### config.mk
export PLATFORM = sky130hd
export DESIGN_NAME = integer_atan2_degrees_unit
export DESIGN_NICKNAME = d
export VERILOG_FILES = /design/src/iad_pkg.sv /design/src/iad_front.sv /design/src/iad_cell.sv /design/src/iad_back.sv /design/src/integer_atan2_degrees_unit.sv
export SDC_FILE = /design/constraint.sdc
export NUM_CORES = 1
export LEC_CHECK = 0
export BUFFER_PORTS_ARGS = -buffer_cell sky130_fd_sc_hd__buf_4
export CORE_MARGIN = 3
export CORE_UTILIZATION = 58
export DETAILED_ROUTE_END_ITERATION = 16
export PLACE_DENSITY_LB_ADDON = 0.2
export RECOVER_POWER = 25
export SLEW_MARGIN = 0
export SYNTH_ARGS = -nofsm -noshare
export SYNTH_HDL_FRONTEND = slang
export SYNTH_SLANG_ARGS = --single-unit
### constraint.sdc
create_clock -name clk -period 27.5 [get_ports clk]
set_input_delay 4.125 -clock clk [delete_from_list [all_inputs] [get_ports clk]]
set_output_delay 4.125 -clock clk [all_outputs]
set_load 0.1 [all_outputs]
### src/iad_pkg.sv
// ----------------------------------------------------------------------------
// iad_pkg
// Shared types and constants of the integer atan2 unit.
// ----------------------------------------------------------------------------
package iad_pkg;

	// Default width of one coordinate.
	localparam int COORD_WIDTH_DEF = 16;

	// The quotient of min * 45 / max never exceeds 45, so six bits hold it.
	localparam int QUOT_W  = 6;
	// Width of the angle result.
	localparam int ANGLE_W = 9;
	// Width of the corrected and mirrored angle, 0 to 90.
	localparam int OCT_W   = 7;

	// Octant scale and quadrant placement.
	localparam logic [OCT_W-1:0]   DEG_90  = 7'd90;
	localparam logic [ANGLE_W-1:0] DEG_180 = 9'd180;
	localparam logic [ANGLE_W-1:0] DEG_360 = 9'd360;

	// Correction thresholds.
	localparam logic [QUOT_W-1:0] SPLIT   = 6'd22;
	localparam logic [QUOT_W-1:0] LO_TH_0 = 6'd2;
	localparam logic [QUOT_W-1:0] LO_TH_1 = 6'd6;
	localparam logic [QUOT_W-1:0] LO_TH_2 = 6'd10;
	localparam logic [QUOT_W-1:0] LO_TH_3 = 6'd15;
	localparam logic [QUOT_W-1:0] HI_TH_0 = 6'd44;
	localparam logic [QUOT_W-1:0] HI_TH_1 = 6'd41;
	localparam logic [QUOT_W-1:0] HI_TH_2 = 6'd37;
	localparam logic [QUOT_W-1:0] HI_TH_3 = 6'd32;

	// Sign and octant information that travels beside the division.
	typedef struct packed {
		logic x_neg;
		logic y_neg;
		logic mirror;
	} iad_flags_t;

endpackage

### src/iad_front.sv
// ----------------------------------------------------------------------------
// iad_front
// Two stages: magnitudes and ordering, then the dividend min * 45.
// ----------------------------------------------------------------------------
module iad_front #(
	parameter int COORD_WIDTH = iad_pkg::COORD_WIDTH_DEF
) (
	input  logic                                 clk,
	input  logic                                 arst_n,
	input  logic                                 en,
	input  logic                                 in_valid,
	input  logic signed [COORD_WIDTH-1:0]        x_value,
	input  logic signed [COORD_WIDTH-1:0]        y_value,
	output logic                                 out_valid,
	output logic [COORD_WIDTH+iad_pkg::QUOT_W-1:0] num,
	output logic [COORD_WIDTH-1:0]               div,
	output iad_pkg::iad_flags_t                  flags
);

	localparam int NUM_W = COORD_WIDTH + iad_pkg::QUOT_W;

	logic [COORD_WIDTH-1:0] ax;
	logic [COORD_WIDTH-1:0] ay;
	logic                   x_gt;

	// Negation in COORD_WIDTH bits gives the exact magnitude of the most
	// negative value when read as unsigned.
	assign ax   = x_value[COORD_WIDTH-1] ? (~x_value + 1'b1) : x_value;
	assign ay   = y_value[COORD_WIDTH-1] ? (~y_value + 1'b1) : y_value;
	assign x_gt = ax > ay;

	logic                   valid_s1;
	logic [COORD_WIDTH-1:0] min_s1;
	logic [COORD_WIDTH-1:0] max_s1;
	iad_pkg::iad_flags_t    flags_s1;

	always_ff @(posedge clk or negedge arst_n) begin
		if (!arst_n) begin
			valid_s1 <= 1'b0;
		end else if (en) begin
			valid_s1 <= in_valid;
		end
	end

	always_ff @(posedge clk) begin
		if (en) begin
			min_s1          <= x_gt ? ay : ax;
			max_s1          <= x_gt ? ax : ay;
			flags_s1.x_neg  <= x_value[COORD_WIDTH-1];
			flags_s1.y_neg  <= y_value[COORD_WIDTH-1];
			flags_s1.mirror <= x_gt;
		end
	end

	// Times 45 as 32 + 8 + 4 + 1.
	logic [NUM_W-1:0] min_ext;
	logic [NUM_W-1:0] num_next;

	assign min_ext  = {{iad_pkg::QUOT_W{1'b0}}, min_s1};
	assign num_next = (min_ext << 5) + (min_ext << 3) + (min_ext << 2) + min_ext;

	logic                   valid_s2;
	logic [NUM_W-1:0]       num_s2;
	logic [COORD_WIDTH-1:0] div_s2;
	iad_pkg::iad_flags_t    flags_s2;

	always_ff @(posedge clk or negedge arst_n) begin
		if (!arst_n) begin
			valid_s2 <= 1'b0;
		end else if (en) begin
			valid_s2 <= valid_s1;
		end
	end

	always_ff @(posedge clk) begin
		if (en) begin
			num_s2   <= num_next;
			div_s2   <= max_s1;
			flags_s2 <= flags_s1;
		end
	end

	assign out_valid = valid_s2;
	assign num       = num_s2;
	assign div       = div_s2;
	assign flags     = flags_s2;

endmodule

### src/iad_cell.sv
// ----------------------------------------------------------------------------
// iad_cell
// One restoring division step that settles one quotient bit.
// ----------------------------------------------------------------------------
module iad_cell #(
	parameter int COORD_WIDTH = iad_pkg::COORD_WIDTH_DEF,
	parameter int BIT_POS     = 0
) (
	input  logic                                   clk,
	input  logic                                   arst_n,
	input  logic                                   en,
	input  logic                                   in_valid,
	input  logic [COORD_WIDTH+iad_pkg::QUOT_W-1:0] rem_in,
	input  logic [COORD_WIDTH-1:0]                 div_in,
	input  logic [iad_pkg::QUOT_W-1:0]             quot_in,
	input  iad_pkg::iad_flags_t                    flags_in,
	output logic                                   out_valid,
	output logic [COORD_WIDTH+iad_pkg::QUOT_W-1:0] rem_out,
	output logic [COORD_WIDTH-1:0]                 div_out,
	output logic [iad_pkg::QUOT_W-1:0]             quot_out,
	output iad_pkg::iad_flags_t                    flags_out
);

	localparam int NUM_W = COORD_WIDTH + iad_pkg::QUOT_W;

	logic [NUM_W-1:0]             trial;
	logic                         fits;
	logic [NUM_W-1:0]             rem_next;
	logic [iad_pkg::QUOT_W-1:0]   quot_next;

	assign trial = {{iad_pkg::QUOT_W{1'b0}}, div_in} << BIT_POS;
	assign fits  = rem_in >= trial;

	always_comb begin
		rem_next  = rem_in;
		quot_next = quot_in;
		if (fits) begin
			rem_next           = rem_in - trial;
			quot_next[BIT_POS] = 1'b1;
		end
	end

	logic                       valid_q;
	logic [NUM_W-1:0]           rem_q;
	logic [COORD_WIDTH-1:0]     div_q;
	logic [iad_pkg::QUOT_W-1:0] quot_q;
	iad_pkg::iad_flags_t        flags_q;

	always_ff @(posedge clk or negedge arst_n) begin
		if (!arst_n) begin
			valid_q <= 1'b0;
		end else if (en) begin
			valid_q <= in_valid;
		end
	end

	always_ff @(posedge clk) begin
		if (en) begin
			rem_q   <= rem_next;
			div_q   <= div_in;
			quot_q  <= quot_next;
			flags_q <= flags_in;
		end
	end

	assign out_valid = valid_q;
	assign rem_out   = rem_q;
	assign div_out   = div_q;
	assign quot_out  = quot_q;
	assign flags_out = flags_q;

endmodule

### src/iad_back.sv
// ----------------------------------------------------------------------------
// iad_back
// Stepped correction, octant mirror, quadrant placement, output register.
// ----------------------------------------------------------------------------
module iad_back #(
	parameter int COORD_WIDTH = iad_pkg::COORD_WIDTH_DEF
) (
	input  logic                              clk,
	input  logic                              arst_n,
	input  logic                              en,
	input  logic                              in_valid,
	input  logic [COORD_WIDTH-1:0]            div_in,
	input  logic [iad_pkg::QUOT_W-1:0]        quot_in,
	input  iad_pkg::iad_flags_t               flags_in,
	output logic                              out_valid,
	output logic [iad_pkg::ANGLE_W-1:0]       angle
);

	logic [2:0]                   corr;
	logic [iad_pkg::OCT_W-1:0]    oct;
	logic [iad_pkg::OCT_W-1:0]    folded;
	logic [iad_pkg::ANGLE_W-1:0]  fold_ext;
	logic [iad_pkg::ANGLE_W-1:0]  placed;

	always_comb begin
		corr = 3'd0;
		if (quot_in > iad_pkg::SPLIT) begin
			corr = 3'(quot_in <= iad_pkg::HI_TH_0) + 3'(quot_in <= iad_pkg::HI_TH_1)
				+ 3'(quot_in <= iad_pkg::HI_TH_2) + 3'(quot_in <= iad_pkg::HI_TH_3);
		end else begin
			corr = 3'(quot_in >= iad_pkg::LO_TH_0) + 3'(quot_in >= iad_pkg::LO_TH_1)
				+ 3'(quot_in >= iad_pkg::LO_TH_2) + 3'(quot_in >= iad_pkg::LO_TH_3);
		end
	end

	assign oct      = {1'b0, quot_in} + {{(iad_pkg::OCT_W-3){1'b0}}, corr};
	assign folded   = flags_in.mirror ? (iad_pkg::DEG_90 - oct) : oct;
	assign fold_ext = {{(iad_pkg::ANGLE_W-iad_pkg::OCT_W){1'b0}}, folded};

	always_comb begin
		case ({flags_in.y_neg, flags_in.x_neg})
			2'b00:   placed = fold_ext;
			2'b01:   placed = iad_pkg::DEG_360 - fold_ext;
			2'b10:   placed = iad_pkg::DEG_180 - fold_ext;
			2'b11:   placed = iad_pkg::DEG_180 + fold_ext;
			default: placed = fold_ext;
		endcase
		// A zero vector has no direction; it reports zero.
		if (div_in == '0) begin
			placed = '0;
		end
	end

	logic                        valid_q;
	logic [iad_pkg::ANGLE_W-1:0] angle_q;

	always_ff @(posedge clk or negedge arst_n) begin
		if (!arst_n) begin
			valid_q <= 1'b0;
		end else if (en) begin
			valid_q <= in_valid;
		end
	end

	always_ff @(posedge clk) begin
		if (en) begin
			angle_q <= placed;
		end
	end

	assign out_valid = valid_q;
	assign angle     = angle_q;

endmodule

### src/integer_atan2_degrees_unit.sv
// Each input passes the front stages, the division cells, then the output register.
// Throughput: one item per cycle unless stalled; the six-cell divider chain keeps pace.
// The whole pipeline advances together and holds only while a result waits unaccepted.
// Reset (arst_n low, asynchronous) clears every stage valid bit; data registers keep
// whatever they held, and the unit is ready in the first cycle after reset.
// ----------------------------------------------------------------------------
// integer_atan2_degrees_unit
// Approximate four-quadrant angle in whole degrees, 0 to 360, from a signed
// x/y pair. The ratio min * 45 / max is formed by a row of restoring
// division cells, one quotient bit per cell, then corrected, mirrored
// and placed in its quadrant.
// ----------------------------------------------------------------------------
module integer_atan2_degrees_unit #(
	parameter int COORD_WIDTH = iad_pkg::COORD_WIDTH_DEF
) (
	input  logic                              clk,
	input  logic                              arst_n,
	input  logic                              req_valid,
	output logic                              req_ready,
	input  logic signed [COORD_WIDTH-1:0]     x_value,
	input  logic signed [COORD_WIDTH-1:0]     y_value,
	output logic                              res_valid,
	input  logic                              res_ready,
	output logic [iad_pkg::ANGLE_W-1:0]       angle_degrees
);

	localparam int NUM_W  = COORD_WIDTH + iad_pkg::QUOT_W;
	localparam int CELLS  = iad_pkg::QUOT_W;

	// Every stage moves when the output register is empty or its result is
	// being taken in this cycle, so req_ready follows res_ready directly while a result waits.
	logic en;
	assign en        = !res_valid || res_ready;
	assign req_ready = en;

	// Signals between the cells: index k feeds cell k, index k+1 leaves it.
	logic                       valid_c [0:CELLS];
	logic [NUM_W-1:0]           rem_c   [0:CELLS-1];
	logic [COORD_WIDTH-1:0]     div_c   [0:CELLS];
	logic [iad_pkg::QUOT_W-1:0] quot_c  [0:CELLS];
	iad_pkg::iad_flags_t        flags_c [0:CELLS];

	iad_front #(
		.COORD_WIDTH(COORD_WIDTH)
	) u_front (
		.clk      (clk),
		.arst_n   (arst_n),
		.en       (en),
		.in_valid (req_valid),
		.x_value  (x_value),
		.y_value  (y_value),
		.out_valid(valid_c[0]),
		.num      (rem_c[0]),
		.div      (div_c[0]),
		.flags    (flags_c[0])
	);

	assign quot_c[0] = '0;

	// The first cell settles the most significant quotient bit. The last
	// cell's remainder is not needed beyond the chain.
	for (genvar k = 0; k < CELLS; k++) begin : g_cell
		if (k < CELLS - 1) begin : g_mid
			iad_cell #(
				.COORD_WIDTH(COORD_WIDTH),
				.BIT_POS    (CELLS - 1 - k)
			) u_cell (
				.clk      (clk),
				.arst_n   (arst_n),
				.en       (en),
				.in_valid (valid_c[k]),
				.rem_in   (rem_c[k]),
				.div_in   (div_c[k]),
				.quot_in  (quot_c[k]),
				.flags_in (flags_c[k]),
				.out_valid(valid_c[k+1]),
				.rem_out  (rem_c[k+1]),
				.div_out  (div_c[k+1]),
				.quot_out (quot_c[k+1]),
				.flags_out(flags_c[k+1])
			);
		end else begin : g_last
			iad_cell #(
				.COORD_WIDTH(COORD_WIDTH),
				.BIT_POS    (CELLS - 1 - k)
			) u_cell (
				.clk      (clk),
				.arst_n   (arst_n),
				.en       (en),
				.in_valid (valid_c[k]),
				.rem_in   (rem_c[k]),
				.div_in   (div_c[k]),
				.quot_in  (quot_c[k]),
				.flags_in (flags_c[k]),
				.out_valid(valid_c[k+1]),
				.rem_out  (),
				.div_out  (div_c[k+1]),
				.quot_out (quot_c[k+1]),
				.flags_out(flags_c[k+1])
			);
		end
	end

	// Correction, mirroring and quadrant placement feed the output register.
	iad_back #(
		.COORD_WIDTH(COORD_WIDTH)
	) u_back (
		.clk      (clk),
		.arst_n   (arst_n),
		.en       (en),
		.in_valid (valid_c[CELLS]),
		.div_in   (div_c[CELLS]),
		.quot_in  (quot_c[CELLS]),
		.flags_in (flags_c[CELLS]),
		.out_valid(res_valid),
		.angle    (angle_degrees)
	);

endmodule

-- Word-level counts from Yosys, hierarchy flattened
Index checks and enable logic that the tools add are counted.
- register bits after elaboration: 339
- input port bits: 36
- output and inout bits: 11
- $add $sub $neg: 21
- $lt $le $gt $ge: 16
- equality and inequality tests: 3
- mux-type cells: 13
- bitwise gates (word level): 2
- reductions and logical operators: 4
- operators with widths (cell ; count):
    22-bit two-way mux ; 5
    16-bit two-way mux ; 4
    9-bit one-hot mux with 4 select lines ; 1
    16-bit by 1-bit adder with 16-bit output (second input constant) ; 2
    16-bit inverter ; 2
    6-bit <= comparator (second input constant) ; 4
    21-bit by 19-bit adder with 22-bit output ; 1
    22-bit by 16-bit adder with 22-bit output ; 1
    22-bit by 18-bit adder with 22-bit output ; 1
    22-bit by 16-bit greater-or-equal comparator with 1-bit output ; 1
    22-bit by 17-bit greater-or-equal comparator with 1-bit output ; 1
    22-bit by 18-bit greater-or-equal comparator with 1-bit output ; 1
    22-bit by 19-bit greater-or-equal comparator with 1-bit output ; 1
    22-bit by 20-bit greater-or-equal comparator with 1-bit output ; 1
    22-bit by 21-bit greater-or-equal comparator with 1-bit output ; 1
    22-bit by 17-bit subtractor with 22-bit output ; 1
    22-bit by 18-bit subtractor with 22-bit output ; 1
    22-bit by 19-bit subtractor with 22-bit output ; 1
    22-bit by 20-bit subtractor with 22-bit output ; 1
    22-bit by 21-bit subtractor with 22-bit output ; 1
    16-bit > comparator ; 1
    16-bit logical NOT ; 1
    3-bit by 1-bit adder with 3-bit output ; 4
    6-bit by 4-bit greater-or-equal comparator with 1-bit output (second input constant) ; 2
    other kinds (17) ; 19

-- Depth between registers and ports, before layout
Gate-level depths: netlist (run 1).
- depth in word-level cells: 10
- gate-level depth with buffers: 24
- mapped depth without buffers: 23

-- Modules after synthesis
Synthesis (run 1) repeated with hierarchy kept, for this count alone.
- cell total of the unflattened synthesis: 1953
- area total of the unflattened synthesis: 22805.6 um^2
- by module, submodules not included (module ; times used ; cells each ; area each (um^2) ; seq. area each (um^2)):
    iad_front ; 1 ; 429 ; 5246.3 ; 2332.2
    iad_cell at g_cell[1].g_mid.u_cell ; 1 ; 240 ; 2721.4 ; 1436.4
    iad_cell at g_cell[4].g_mid.u_cell ; 1 ; 222 ; 2712.6 ; 1436.4
    iad_cell at g_cell[0].g_mid.u_cell ; 1 ; 219 ; 2677.6 ; 1436.4
    iad_cell at g_cell[2].g_mid.u_cell ; 1 ; 216 ; 2668.8 ; 1436.4
    iad_cell at g_cell[5].g_last.u_cell ; 1 ; 226 ; 2648.8 ; 1436.4
    iad_cell at g_cell[3].g_mid.u_cell ; 1 ; 210 ; 2519.9 ; 1436.4
    iad_back ; 1 ; 189 ; 1600.3 ; 295.3
    integer_atan2_degrees_unit ; 1 ; 2 ; 10.0 ; 0.0

-- Least setup slack after synthesis (run 1)
OpenSTA, ideal clock, no wires.
- path type: input -> output
- from: in res_ready
- to: out req_ready
- data arrival time: 11302 ps
- data required time: 23375 ps
- path slack: 12073 ps
- stages: 3
- buffers on the path: 1
- cells stage by stage: nor2b_1 clkbuf_1 inv_1
- cells in the longest elaborated chain, start to end: 1
- RTL lines (item ; line ; RTL):
    start, declared ; integer_atan2_degrees_unit.sv:23 ; input logic res_ready,
    1-bit logical OR ; integer_atan2_degrees_unit.sv:33 ; assign en = !res_valid || res_ready;
    end, declared ; integer_atan2_degrees_unit.sv:19 ; output logic req_ready,
No other way between the ends.

-- Worst setup path after layout (run 1)
Ends and elaborated chain as after synthesis.

==> results of run 1 <==
## cells in the mapped netlist (9+ instances only)
library cell / number / share of area
a211oi_1: 13 / 0.0049
a21o_1: 46 / 0.017
a21oi_1: 100 / 0.025
a31oi_1: 9 / 0.0028
buf_2: 17 / 0.0043
clkbuf_1: 10 / 0.0019
dfrtp_1: 9 / 0.011
edfxtp_1: 330 / 0.50
fa_1: 35 / 0.035
ha_1: 152 / 0.096
inv_1: 164 / 0.031
mux2_2: 36 / 0.020
mux2i_1: 48 / 0.024
nand2_1: 92 / 0.017
nand2b_1: 23 / 0.0073
nand3_1: 14 / 0.0035
nand4_1: 17 / 0.0054
nor2_1: 77 / 0.015
nor2b_1: 23 / 0.0073
nor3_1: 29 / 0.0073
nor4_1: 13 / 0.0041
o21a_1: 21 / 0.0080
o21ai_0: 71 / 0.018
o21ai_1: 9 / 0.0023
o31ai_1: 15 / 0.0057
or2_2: 13 / 0.0041
or3_1: 12 / 0.0038
xnor2_1: 52 / 0.023
xor2_1: 57 / 0.025
## routing by layer
metal | part of all wire | vias to the layer above | GRT usage
li1 | - | 6213 | -
met1 | 0.40 | 5880 | 0.2199
met2 | 0.52 | 234 | 0.3711
met3 | 0.034 | 94 | 0.02574
met4 | 0.049 | 0 | 0.09512
met5 | 0 | - | 0
## metrics by stage
stage / hold WS, ns / utilization
floorplan: 0.4003 / -
CTS: 0.4175 / 0.6504
finish: 0.4161 / 0.6504
global route: 0.4186 / 0.6504
detailed placement: 0.4045 / 0.6132
global placement: 0.4001 / 0.6132
## area by class of cell
type                       instances  area (um^2)
multi-input combinational       1115         8892
clock buffer                      47         1006
fill                            2526        11750
timing repair buffer              52        402.9
sequential                       339        10130
inverter                         164        623.1
tap                              448        560.5
clock inverter                    22        245.2
## cells in the final DEF (no fill, tap or decap), types with 14 or more instances in the layout
cell       count
edfxtp_1     330
inv_1        163
ha_1         152
a21oi_1      100
nand2_1       92
nor2_1        77
o21ai_0       71
xor2_1        57
xnor2_1       52
buf_4         51
mux2i_1       48
a21o_1        46
clkbuf_16     39
mux2_2        36
fa_1          35
nor3_1        29
nand2b_1      23
nor2b_1       23
o21a_1        21
nand4_1       17
o31ai_1       15
nand3_1       14
## worst paths after layout
check	to	slack, ns	cells after the start
setup reg to reg	u_back.angle[5]	22.02	18
hold / removal	g_cell[4].g_mid.u_cell.quot_out[2]	0.42	0
setup / recovery	req_ready	17.46	4
hold reg to reg	g_cell[4].g_mid.u_cell.quot_out[2]	0.42	0
min in group asynchronous	u_front.valid_s1	3.43	1
max in group asynchronous	g_cell[3].g_mid.u_cell.out_valid	23.94	1
## logic make-up after synthesis
logic type	synth area share
mux	0.04904
buf+inv	0.04102
simple gates	0.09486
xor+xnor	0.05036
flops	0.5112
compound gates	0.1217
fa+ha+maj	0.1318
## flip-flops by register name, summed over array words and instances (netlist names), 6 cells and up
name,cells
g_cell.g_last.u_cell.div_out,16
g_cell.g_mid.u_cell.flags_out,15
u_front.max_s1,16
g_cell.g_mid.u_cell.quot_out,15
u_front.num,22
g_cell.g_mid.u_cell.div_out,80
u_back.angle,9
u_front.min_s1,16
g_cell.g_last.u_cell.quot_out,6
u_front.div,16
g_cell.g_mid.u_cell.rem_out,110
## worst max-delay path: cells and delay by family
family / cells / cell delay [ns]
simple gates: 1 / 0.77
buf+inv: 3 / 0.92
==> flow_metrics.tcl, run 1 <==
set metrics [dict create \
    worstSetupEndpointType "primary output" \
    postRouteAntennaNets 0 \
    ys_warn_count 0 \
    finalSetupViolCount 0 \
    cp-start-kind "input port" \
    wire_per_inst_um 15.92 \
    worst_slew_pin_slew_ns 1.116 \
    start_util 0.5898 \
    antenna_found_initial 0 \
    critPathMaxStageDelay_ns 0.77 \
    grt_use_total 0.1975 \
    synth_edf_count 330 \
    ios 47 \
    synthArstFlopShare 0.02655 \
    nets 1933 \
    place_ws_ns 17.46 \
    avgSynthCellArea_um2 11.99 \
    gp_congestion 0.9292 \
    cpMaxStageDelayCell "nor2b_1" \
    grt_setup_unrepaired "no" \
    cts-root-buf "clkbuf_16" \
    setup_tns_ns 0 \
    critPathKind "input port to primary output" \
    synth_seq_cells 339 \
    cts_resized 0 \
    crit_top_cell "buf_4" \
    io_buffers 46 \
    clk_path_buf_depth 3 \
    die-area_um2 36440 \
    max_slew_margin 0.2490 \
    crit_path_cell_trace "buf_4 > nor2b_1 > inv_8 > buf_4" \
    htreeDepth 2 \
    slew_viol_final 0 \
    dp_hpwl_mm 26.33 \
    drc 0 \
    n_antenna_cell 0 \
    synth_nets 1877 \
    grt_max_degree 183 \
    ys_types 88 \
    startpoint "res_ready" \
    status "finished, final reports clean" \
    wirelength_mm 34.81 \
    min-delay-start "g_cell[3].g_mid.u_cell.quot_out[2]" \
    worstPathMaxFanout 96 \
    cts_sinks 339 \
    drt_pre_antenna_iters 5 \
    clk_pin_slew_ns 0.06 \
    skew_ns 0.01714 \
    die_y_um 190.9 \
    r2r-start "g_cell[5].g_last.u_cell.quot_out[1]" \
    crit_required_ns 23.37 \
    cts_tree "done" \
    worstPathArrival_ns 5.92 \
    grt_pass1_wl_mm 59.12 \
    post_cts_buffers 0 \
    fin_crit_sh 0.3652 \
    synthFlopType "edfxtp_1" \
    clk_latency_ns 0.52 \
    drt_iter0_drc 647 \
    synth_cells 1654 \
    numCtsBuffers 38 \
    area.growth.synth_to_final_pct 10.29 \
    dp.cells 2118 \
    vias 12421 \
    postPlaceCellArea_um2 20610 \
    fp-row-count 67 \
    die_width_um 190.9 \
    stdcell_count 2187 \
    final_area_um2 21860 \
    core_area_um2 33620 \
    grt_pass1_vias 12791 \
    fmax_mhz 99.56 \
    setup_slack_ns 17.46 \
    grt-ovfl-total 0 \
    fin_crit_ns 10.04 \
    hold_path.class "flip-flop to flip-flop" \
    vias_per_cell 5.679 \
    syn_area_um2 19830 \
    maxCapViolCount 0 \
    synth_seq_area_share 0.5112 \
    postCtsHoldBufs 0 \
    drive_gt1_frac 0.1110 \
    hold_viol_final 0 \
]
Power of run 1 is left out: the tool's default activity adds up to more than one toggle a clock period on the data nets, which glitch-free logic cannot reach.
==> inputs of run 2 (changes only) <==
CORE_UTILIZATION = 57   (was 58)
clock period = 8.8 ns   (was 27.5 ns; I/O delays follow)
==> flow_metrics.tcl, run 2 (synthesized netlist as in run 1, its figures left out) <==
set metrics [dict create \
    grt_use_total 0.1940 \
    fp-row-count 67 \
    start_util 0.5854 \
    vias 12521 \
    grt_pass1_wl_mm 58.54 \
    crit_required_ns 9.08 \
    worstSetupEndpointType "flip-flop" \
    worstPathArrival_ns 5.64 \
    grt_max_degree 183 \
    cts_resized 0 \
    startpoint "g_cell[5].g_last.u_cell.quot_out[1]" \
    clk_pin_slew_ns 0.07 \
    grt_setup_unrepaired "no" \
    postPlaceCellArea_um2 20620 \
    cp-start-kind "flip-flop" \
    setup_slack_ns 3.442 \
    fin_crit_ns 5.359 \
    r2r-start "g_cell[5].g_last.u_cell.quot_out[1]" \
    cts-root-buf "clkbuf_16" \
    final_common_cell "edfxtp_1" \
    area.growth.synth_to_final_pct 10.32 \
    cts_sinks 339 \
    die_width_um 192.5 \
    postRouteAntennaNets 0 \
    postCtsHoldBufs 0 \
    max_slew_margin 0.2799 \
    gp_congestion 0.9483 \
    drt_iter0_drc 708 \
    final_area_um2 21870 \
    fin_crit_sh 0.6089 \
    hold_viol_final 0 \
    clk_path_buf_depth 3 \
    htreeDepth 2 \
    finalSetupViolCount 0 \
    worstPathMaxFanout 11 \
    skew_ns 0.02252 \
    status "finished, final reports clean" \
    nets 1933 \
    drt_pre_antenna_iters 5 \
    wire_per_inst_um 15.98 \
    mostFrequentLayoutCells "330 x edfxtp_1, 163 x inv_1, 152 x ha_1" \
    numCtsBuffers 37 \
    vias_per_cell 5.728 \
    die-area_um2 37050 \
    final_core_util 0.6458 \
    worst_slew_pin_slew_ns 1.070 \
    die_y_um 192.5 \
    place_ws_ns 3.445 \
    clk_latency_ns 0.53 \
    fmax_mhz 186.6 \
    largest_reg_flops 110 \
    grt_pass1_vias 12774 \
    io_buffers 46 \
    min-delay-start "g_cell[4].g_mid.u_cell.quot_out[4]" \
    post_cts_buffers 0 \
    antenna_found_initial 0 \
    ios 47 \
    cts_tree "done" \
    core_area_um2 33870 \
    drc 0 \
    dp_hpwl_mm 26.28 \
    grt-ovfl-total 0 \
    hold_path.class "flip-flop to flip-flop" \
    wirelength_mm 34.94 \
    slew_viol_final 0 \
    setup_tns_ns 0 \
    n_antenna_cell 0 \
    maxCapViolCount 0 \
    critPathKind "flip-flop to flip-flop" \
    drive_gt1_frac 0.1128 \
]
-- run 2: routing by layer --
metal,track usage,vias up,part of all wire
li1,-,6211,-
met1,0.2099,5946,0.39
met2,0.3667,258,0.52
met3,0.02670,106,0.034
met4,0.1000,0,0.050
met5,0,-,0
-- run 2: worst paths after layout --
| path | depth (start not counted) | endpoint | slack [ns] |
|---|---|---|---|
| max in group asynchronous | 1 | g_cell[4].g_mid.u_cell.out_valid | 7.75 |
| min in group asynchronous | 1 | g_cell[0].g_mid.u_cell.out_valid | 0.73 |
| setup reg to reg | 18 | u_back.angle[5] | 3.44 |
| hold / removal | 0 | g_cell[5].g_last.u_cell.quot_out[4] | 0.40 |
| hold reg to reg | 0 | g_cell[5].g_last.u_cell.quot_out[4] | 0.40 |
| setup / recovery | 18 | u_back.angle[5] | 3.44 |
-- run 2: worst max-delay path, stage by stage, from the launching register on --
cell	delay, ns
edfxtp_1	0.47
or2_2	0.35
and2_1	0.18
o21ai_0	0.15
ha_1	0.25
inv_1	0.07
fa_1	0.41
mux2i_1	0.14
ha_1	0.21
inv_1	0.06
fa_1	0.53
xnor2_1	0.39
o21ai_0	0.19
nor4_1	0.28
a21oi_1	0.08
xor2_1	0.66
a211oi_1	0.11
a31o_1	0.23
a311o_1	0.34
-- run 2: cell type report --
class | count | area [um^2]
Timing Repair Buffer | 53 | 406.6
Fill cell | 2501 | 12000
Clock buffer | 40 | 937.1
Inverter | 164 | 619.3
Clock inverter | 27 | 320.3
Tap cell | 448 | 560.5
Sequential cell | 339 | 10130
Multi-Input combinational cell | 1115 | 8892
-- run 2: stage by stage --
stage / cells / hold WS [ns]
4_1_cts: 2186 / 0.4072
6_report: 2186 / 0.4020
5_1_grt: 2186 / 0.4204
3_5_place_dp: 2119 / 0.4045
3_3_place_gp: 2119 / 0.4005
2_1_floorplan: 1654 / 0.4003
Power of run 2 is left out for the same reason.
